==> src/rtl/dtq_pkg.sv <==
// Package for the deadline timer queue: sizes, codes, slot record and cell command.
// No dependencies; every rtl file refers to it by scoped names.
package dtq_pkg;

  localparam int SLOTS     = 16;
  localparam int TIME_BITS = 48;
  localparam int ID_W      = 16;
  localparam int IV_W      = 32;
  localparam int MAX_OUT   = 16;
  localparam int IDX_W     = $clog2(MAX_OUT);
  localparam int CNT_W     = $clog2(MAX_OUT + 1);

  typedef enum logic [1:0] {
    OP_ADD    = 2'd0,
    OP_DELETE = 2'd1,
    OP_SWEEP  = 2'd2,
    OP_BAD    = 2'd3
  } opcode_e;

  typedef enum logic [1:0] {
    KIND_ACK     = 2'd0,
    KIND_EXPIRED = 2'd1,
    KIND_NONE    = 2'd2,
    KIND_RSVD    = 2'd3
  } kind_e;

  typedef enum logic [1:0] {
    ST_OK       = 2'd0,
    ST_FULL     = 2'd1,
    ST_DUP      = 2'd2,
    ST_NOTFOUND = 2'd3
  } status_e;

  typedef enum logic [2:0] {
    S_IDLE,
    S_ACK,
    S_POP,
    S_REARM,
    S_EMIT
  } state_e;

  typedef enum logic [1:0] {
    CELL_HOLD,
    CELL_INSERT,
    CELL_REMOVE
  } cell_op_e;

  typedef struct packed {
    logic                 valid;
    logic [TIME_BITS-1:0] deadline;
    logic [IV_W-1:0]      interval;
    logic                 rep;
    logic [ID_W-1:0]      id;
  } entry_t;

  typedef struct packed {
    cell_op_e op;
  } cell_cmd_t;

endpackage

==> src/rtl/dtq_cell.sv <==
// One slot of the sorted timer chain: keeps an entry, shifts toward head or tail.
// Depends on dtq_pkg.
module dtq_cell (
  input  logic              clk_i,
  input  logic              rst_ni,
  input  dtq_pkg::cell_cmd_t cmd_i,
  input  dtq_pkg::entry_t   cand_i,
  input  dtq_pkg::entry_t   prev_i,
  input  dtq_pkg::entry_t   next_i,
  input  logic              prev_lt_i,
  input  logic              hit_i,
  output logic              lt_o,
  output logic              hit_o,
  output dtq_pkg::entry_t   entry_o
);

  dtq_pkg::entry_t ent_q;
  dtq_pkg::entry_t ent_d;
  logic            valid_q;

  assign lt_o  = valid_q &&
                 ({ent_q.deadline, ent_q.id} < {cand_i.deadline, cand_i.id});
  assign hit_o = hit_i | (valid_q && (ent_q.id == cand_i.id));

  always_comb begin
    ent_d       = ent_q;
    ent_d.valid = valid_q;
    unique case (cmd_i.op)
      dtq_pkg::CELL_INSERT: begin
        if (!lt_o) begin
          ent_d = prev_lt_i ? cand_i : prev_i;
        end
      end
      dtq_pkg::CELL_REMOVE: begin
        if (hit_o) begin
          ent_d = next_i;
        end
      end
      default: begin
      end
    endcase
  end

  always_ff @(posedge clk_i or negedge rst_ni) begin
    if (!rst_ni) begin
      valid_q <= 1'b0;
    end else begin
      valid_q <= ent_d.valid;
    end
  end

  always_ff @(posedge clk_i) begin
    ent_q <= ent_d;
  end

  always_comb begin
    entry_o       = ent_q;
    entry_o.valid = valid_q;
  end

endmodule

==> config.mk <==
export PLATFORM = sky130hd
export DESIGN_NAME = dtq_cell
export DESIGN_NICKNAME = d
export VERILOG_FILES = /design/src/rtl/dtq_pkg.sv /design/src/rtl/dtq_cell.sv
export SDC_FILE = /design/constraint.sdc
export NUM_CORES = 1
export LEC_CHECK = 0
export ABC_AREA = 1
export BUFFER_PORTS_ARGS = -buffer_cell sky130_fd_sc_hd__buf_2
export CORE_AREA = 2 2 154 156
export CTS_CLUSTER_SIZE = 20
export DETAILED_ROUTE_END_ITERATION = 10
export DIE_AREA = 0 0 156 158
export MAX_ROUTING_LAYER = met4
export PLACE_DENSITY_LB_ADDON = 0.05
export SLEW_MARGIN = 20
export SYNTH_ARGS = -nofsm -noshare
export SYNTH_HDL_FRONTEND = slang
export SYNTH_SLANG_ARGS = --single-unit
==> constraint.sdc <==
create_clock -name clk_i -period 10.35 [get_ports clk_i]
set_input_delay 1.035 -clock clk_i [delete_from_list [all_inputs] [get_ports clk_i]]
set_output_delay 1.035 -clock clk_i [all_outputs]
set_load 0.05 [all_outputs]
### Yosys cells after proc, flatten, opt, wreduce, memory -nomap -nowiden

Index checks and enable logic that the tools add are counted.

* flip-flop bits (word level): 98
* input port bits: 300
* output and inout bits: 100
* logic and storage cells: 20

* magnitude comparators: 1
* eq/ne operators: 5
* muxes and demuxes: 4
* bitwise gates (word level): 1
* reduce and logical (&&, ||, !) cells: 4

Operators with widths (count)
* $mux 98: 3
* $pmux 98 s2: 1
* $lt 64x64->1: 1
* $eq 16x16->1: 1
* $ne 2x2->1 const B: 2
* $reduce_and 3->1: 1
* $eq 2x1->1 const B: 1
* $eq 2x2->1 const B: 1
* $logic_and 1x1->1: 2
* $reduce_bool 2->1: 1
* $or 1x1->1: 1

### Depth between registers and ports, before layout

Gate-level depths: netlist of run 1.

* depth after elaboration: 5
* gate-level depth with buffers: 18
* mapped depth without buffers: 18

### Worst setup path before layout of run 1

Ideal clock, no wire load.

* kind: input-to-reg
* start: input cand_i[15] (netlist name)
* end: register ent_q (netlist bit entry_o[0]), enable pin
* library setup time: 451 ps
* arrival: 4110 ps
* data required time: 9899 ps
* setup slack: 5789 ps
* stages on the path: 11
* buffers on the path: 0
* cells stage by stage: inv_1 ha_1 nand2_1 nor2_1 nand4_1 inv_1 a31o_2 nand2_1 nand2_1 nand2_2 inv_1

* word-level cells in the longest chain between the ends: 5

Ends and longest elaborated chain
* start: declaration: line dtq_cell.sv:7 `input dtq_pkg::entry_t cand_i,`
* $eq 16x16->1: line dtq_cell.sv:23 `assign hit_o = hit_i | (valid_q && (ent_q.id == cand_i.id));`
* $logic_and 1x1->1: line dtq_cell.sv:23
* $or 1x1->1: line dtq_cell.sv:23
* via hit_o: line dtq_cell.sv:13 `output logic hit_o,`
* $ne 2x2->1 (no line)
* $reduce_and 3->1 (no line)
* end signal: assignment: line dtq_cell.sv:53 `ent_q <= ent_d;`
* end: declaration: line dtq_cell.sv:17 `dtq_pkg::entry_t ent_q;`

The timed path passes the listed nets, and every way through them passes these cells.
A chain may end at the register's enable or synchronous reset.

### Worst setup path after layout of run 1

* start: input cand_i[96] (netlist name)
* end: output lt_o

* word-level cells in the longest chain between the ends: 2

Ends and longest elaborated chain
* $lt 64x64->1: line dtq_cell.sv:22 `({ent_q.deadline, ent_q.id} < {cand_i.deadline, cand_i.id});`
* $logic_and 1x1->1: line dtq_cell.sv:21 `assign lt_o = valid_q &&`
* end: declaration: line dtq_cell.sv:12 `output logic lt_o,`

Every way passes these cells.

==> results of run 1 <==
## synthesized netlist by cell type (2+ instances only)
cell / n
nand2_1: 262
o21ai_0: 185
inv_1: 116
edfxtp_1: 97
ha_1: 64
a21oi_1: 23
nor2_1: 23
buf_2: 18
clkbuf_1: 18
o21ai_1: 15
nand3_1: 9
buf_4: 6
nand3_2: 4
nand4_1: 4
nor2_2: 3
nand2_2: 2
nor3_1: 2
## layer usage
metal	vias up	GRT usage, %	routed length [um]
li1	3594	-	-
met1	2892	19.9	9050
met2	247	34.4	12000
met3	23	5.17	1820
met4	0	6.07	447
met5	-	-	0
## state kept, by name, summed over array words and instances, names as in the netlist
signal and count:
entry_o 97, valid_q 1
## worst register-to-register path: cells and delay by family (launching register included)
family | cells | cell delay [ns]
flops | 1 | 0.41
fa+ha+maj | 1 | 0.31
buf+inv | 3 | 1.19
simple gates | 8 | 0.97
## report_power, final
part	leakage (nW)	switching (mW)	total, mW	internal [mW]
logic	3.61	0.247	0.361	0.114
clock network	0.136	0.160	0.347	0.187
registers	0.936	0.0135	0.494	0.481
## cells by family (layout without fill, tap and decap cells)
group / Yosys count / after routing / synth area share (%)
flip-flops: 98 / 98 / 43.3
AND/OR/NAND/NOR: 311 / 311 / 18.3
multiplexers: 1 / 1 / 0.147
AO/OA/AOI/OAI: 227 / 227 / 16.9
buffers and inverters: 160 / 536 / 9.62
other: 0 / 1 / 0
adder cells (fa/ha/maj): 64 / 64 / 11.8
## per-stage QoR
stage	hold WS [ns]	total power, mW	cells	area [um^2]
after floorplan	0.484	0.743	861	6790
after global placement	0.564	0.870	1511	8980
after detailed placement	0.561	0.870	1511	8980
after CTS	0.429	1.22	1527	9270
after global routing	0.437	1.27	1528	9270
final	0.448	1.20	1528	9270
## worst max-delay path by stage
stage,end,cells past startpoint,from
CTS,lt_o,12,cand_i[96]
global route,entry_o[48]$_DFFE_PP_,14,cand_i[96]
floorplan,entry_o[0]$_DFFE_PP_,11,cand_i[15]
finish,lt_o,12,cand_i[96]
global placement,entry_o[35]$_DFFE_PP_,14,cand_i[96]
detailed placement,entry_o[37]$_DFFE_PP_,14,cand_i[96]
## final cells by class
cell class | instances | area (um^2) | area share [%]
Timing Repair Buffer | 403 | 2040 | 22.0
Inverter | 117 | 442 | 4.76
Clock inverter | 5 | 55.1 | 0.594
Sequential cell | 98 | 2940 | 31.7
Tap cell | 290 | 363 | 3.91
Multi-Input combinational cell | 603 | 3200 | 34.5
Clock buffer | 11 | 233 | 2.51
Antenna cell | 1 | 2.50 | 0.0270
==> out/results.tsv, run 1 <==
stage	metric	value	unit
global_routing	antenna_found_initial	1	
clock_tree	clk_pin_slew_worst_paths	0.07	ns
timing	slew_headroom	36.3	%
finish	layout_common_cells	398 x buf_2, 262 x nand2_1, 185 x o21ai_0	
die	start_util	29.4	%
logic_synthesis	syn_inst	861	
logic_synthesis	yosysTopAreaCell	edfxtp_1	
timing	tightest_slew	0.955	ns
finish	fillers	2495	
logic_synthesis	synthesis.area	6790	um^2
logic_synthesis	ys_ff_latch	98	
outcome	status	finished, final reports clean	
global_routing	grt_pass1_vias	6464	
drt	postRouteWirelength	23.4	mm
die	die_w	156	um
pwr	p_leak	4.68	nW
critical_path	r2r_end	entry_o[49]$_DFFE_PP_	
timing	setup_viol	0	
critical_path	slowest_delay	0.28	ns
placement	dp_slack	6.20	ns
pwr	ir_drop	67.4	uV
die	die_h	158	um
drt	vias	6756	
finish	final_core_util	40.2	%
drt	dr.pass1.iters	5	
timing	fin_skew	0.0111	ns
clock_tree	clockBufferDepth	2	
clock_tree	insertion_delay	0.36	ns
logic_synthesis	yosys_warnings	0	
clock_tree	cts-root-buf	clkbuf_16	
critical_path	r2r_start	entry_o[96]$_DFFE_PP_	
global_routing	grt-ovfl-total	0	
logic_synthesis	async_flop_share	1.02	%
placement	hpwl	18.4	mm
die	row_count	56	
timing	timing.final.crit_share	36.6	%
clock_tree	cts_resized	0	
critical_path	cp-end-kind	output port	
critical_path	r2r_cells	12	
finish	layout.nets	1596	
drt	antenna_left	0	
clock_tree	postCtsHoldBufs	0	
worst_hold_path	hold_class	in -> async	
finish	area_delta_synth_final	36.6	%
timing	final-max-slew-violation-count	0	
timing	fin_setup_tns	0	ns
critical_path	worst_setup_path_start_kind	primary input	
flow_run	cap_violations	0	
global_routing	grt_pass1_wl	34.3	mm
clock_tree	cts_htree_levels	3	
logic_synthesis	synth_cell_types	27	
logic_synthesis	syn-num-nets	1225	
timing	fmax	264	MHz
logic_synthesis	synthTopCellsByArea	edfxtp_1 43%, nand2_1 14%, o21ai_0 14%	
pwr	power_per_cell_area	130	nW/um^2
drt	remaining_drc_errors	0	
finish	drive_gt1_share	34.8	%
timing	finalCriticalPeriod	3.79	ns
critical_path	critical_path_buf_inv_count	4	
placement	port_buffers	399	
placement	place_congestion	0.802	
logic_synthesis	synth-main-ff-cell	edfxtp_1	
clock_tree	numCtsBuffers	9	
global_routing	grt_start_max_net_pins	197	
die	core	23100	um^2
clock_tree	cts.sinks	98	
drt	wire_per_inst	15.3	um
timing	fin_ws	6.56	ns
timing	rsz0062_at_grt	false	
critical_path	cp_max_fo	3	
critical_path	crit_chain	buf_2 > inv_1 > ha_1 > nand2_1 > inv_2 > nand3_2 > nor2_2 > nand3_2 > nor3_1 > nand2_1 > and2_2 > buf_2	
logic_synthesis	synth_top_area_share	42.9	%
global_routing	grtUsageTotal	18.9	%
critical_path	cpLargestDelayFamily	simple AND/OR/NAND/NOR gates	
critical_path	cp.required	9.32	ns
drt	drtIter0Drc	322	
die	io_pins	400	
timing	hold_viol	0	
critical_path	cpMaxStageDelayCell	ha_1	
critical_path	rrSetupSlack	6.97	ns
critical_path	cp_data_arrival_time	2.76	ns
logic_synthesis	ys_seq_area_share	43.3	%
critical_path	critPathKind	in -> out	
logic_synthesis	synth_edf_count	97	
drt	viasPerCell	4.42	
die	die_area	24600	um^2
finish	layout_commonest_cell	buf_2	
clock_tree	post_cts_buffers	0	
logic_synthesis	syn_area_per_cell	7.88	um^2
clock_tree	tritoncts	yes	
No activity file was read; power rests on OpenSTA's default activity.
==> run 2: changes to the inputs <==
- CORE_AREA: 2 2 154 156 -> 2 2 155 157
- DIE_AREA: 0 0 156 158 -> 0 0 157 159
- clock period: 10.35 -> 3.65 ns (I/O delays scaled with it)
==> run 2 against run 1 <==
Against the previous run:
- power rose to 2.8 times the previous value
- sequential cell count is the same
- routed wire length is 1.2% lower
- die area rose by 1.3%
- final area grew 1.2%
- clock skew decreased by 0.00055 ns
- critical endpoint is now entry_o[42]$_DFFE_PP_
- utilization grew 0.23 points
- global-route usage shrank 0.35 points
==> out/results.tsv, run 2 (synthesized netlist as in run 1, its figures left out) <==
stage	metric	value	unit
critical_path	critPathKind	reg -> reg	
global_routing	grtUsageTotal	18.6	%
clock_tree	cts_htree_levels	3	
placement	hpwl	18.3	mm
finish	area_delta_synth_final	38.2	%
critical_path	cp-end-kind	flip-flop	
critical_path	cp_data_arrival_time	2.91	ns
critical_path	cp_max_fo	29	
finish	final_cell_count_no_fill	1564	
finish	layout_common_cells	398 x buf_2, 262 x nand2_1, 185 x o21ai_0	
drt	dr.pass1.iters	6	
timing	fin_skew	0.0105	ns
timing	final-max-slew-violation-count	0	
clock_tree	postCtsHoldBufs	1	
clock_tree	post_cts_buffers	0	
drt	viasPerCell	4.32	
drt	drtIter0Drc	372	
finish	layout_commonest_cell	buf_2	
critical_path	worst_setup_path_start_kind	flip-flop	
timing	timing.hold.ws	0.293	ns
die	die_area	25000	um^2
timing	fmax	349	MHz
drt	wire_per_inst	14.7	um
critical_path	cpMaxStageDelayCell	clkinvlp_4	
die	die_h	159	um
die	start_util	29.3	%
placement	port_buffers	399	
global_routing	grt-ovfl-total	0	
timing	timing.final.crit_share	78.5	%
critical_path	crit_chain	ha_1 > nand2_1 > inv_2 > nand3_2 > nor2_2 > nand3_2 > nor3_1 > nand2_1 > nand3_2 > nand2_2 > clkinvlp_4 > buf_12	
outcome	status	finished, final reports clean	
die	io_pins	400	
global_routing	grt_pass1_vias	6724	
critical_path	cpLargestDelayFamily	simple AND/OR/NAND/NOR gates	
global_routing	antenna_found_initial	3	
finish	final_area	9380	um^2
critical_path	crit_top_cell	nand3_2	
drt	vias	6751	
drt	antenna_left	0	
clock_tree	clockBufferDepth	2	
flow_run	cap_violations	0	
clock_tree	cts_resized	0	
timing	setup_viol	0	
critical_path	cp.required	3.70	ns
clock_tree	clk_pin_slew_worst_paths	0.07	ns
clock_tree	cts-root-buf	clkbuf_16	
pwr	p_leak	4.70	nW
timing	slew_headroom	48.6	%
clock_tree	insertion_delay	0.35	ns
die	core	23200	um^2
timing	finalCriticalPeriod	2.87	ns
placement	placed_area	9100	um^2
clock_tree	tritoncts	yes	
clock_tree	cts.sinks	98	
critical_path	critical_path_buf_inv_count	3	
die	die_w	157	um
timing	fin_setup_tns	0	ns
timing	tightest_slew	0.771	ns
timing	hold_viol	0	
worst_hold_path	hold_class	in -> reg	
drt	postRouteWirelength	23.1	mm
global_routing	grt_start_max_net_pins	197	
finish	largest_reg_flops	97	
placement	place_inst	1544	
placement	place_congestion	0.791	
pwr	ir_drop	199	uV
pwr	power_per_cell_area	355	nW/um^2
clock_tree	numCtsBuffers	9	
drt	remaining_drc_errors	0	
finish	drive_gt1_share	34.9	%
timing	rsz0062_at_grt	false	
global_routing	grt_pass1_wl	34.3	mm
finish	layout.nets	1601	
die	row_count	56	
critical_path	slowest_delay	0.43	ns
==> run 2: cell types whose count changed in the layout (fill, tap and decap cells not counted), moves of 2 or more <==
| cell | change |
|---|---|
| buf_12 | +4 |
| clkinv_1 | +2 |
| clkinv_2 | -2 |
| diode_2 | +2 |
==> run 2: final timing paths <==
path                                  startpoint               endpoint  slack, ns  depth (start not counted)
hold reg to reg              valid_q$_DFFE_PN0P_    valid_q$_DFFE_PN0P_       0.59                          2
setup / recovery           entry_o[96]$_DFFE_PP_  entry_o[42]$_DFFE_PP_       0.78                         12
max in group asynchronous                 rst_ni    valid_q$_DFFE_PN0P_       3.19                          2
hold / removal                         next_i[9]   entry_o[9]$_DFFE_PP_       0.29                          3
min in group asynchronous                 rst_ni    valid_q$_DFFE_PN0P_       0.38                          2
setup reg to reg           entry_o[96]$_DFFE_PP_  entry_o[42]$_DFFE_PP_       0.78                         12
==> run 2: layout make-up <==
| class | count | area [um^2] |
|---|---|---|
| diodes | 3 | 7.51 |
| clock buffers | 11 | 233 |
| clock inverters | 5 | 31.3 |
| fillers | 2492 | 13800 |
| inverters | 117 | 443 |
| multi-input cells | 603 | 3200 |
| flip-flops and latches | 98 | 2940 |
| well taps | 319 | 399 |
| repair buffers | 408 | 2130 |
==> run 2: per-stage QoR <==
step	util [%]	total power, mW	setup slack, ns
detailed placement	39.2	2.47	0.643
global placement	39.2	2.47	0.668
finish	40.4	3.33	0.784
CTS	40.4	3.38	0.740
floorplan	-	2.10	0.105
global route	40.4	3.53	0.547
==> run 2: report_power, final <==
part | internal (mW) | leakage, nW | switching, mW
Combinational | 0.335 | 3.64 | 0.699
Clock | 0.460 | 0.121 | 0.433
Sequential | 1.36 | 0.936 | 0.0395
Total | 2.16 | 4.70 | 1.17
==> run 2: per-layer routing <==
metal	GRT usage, %	vias to the layer above	share of wire (%)
li1	-	3601	-
met1	19.7	2896	39
met2	33.5	234	52
met3	4.60	20	7.6
met4	5.75	0	1.6
met5	-	-	0
==> run 2: tightest hold or removal path, cell delays in order <==
cell and delay (ns):
buf_2 0.07, nand2_1 0.04, o21ai_0 0.06
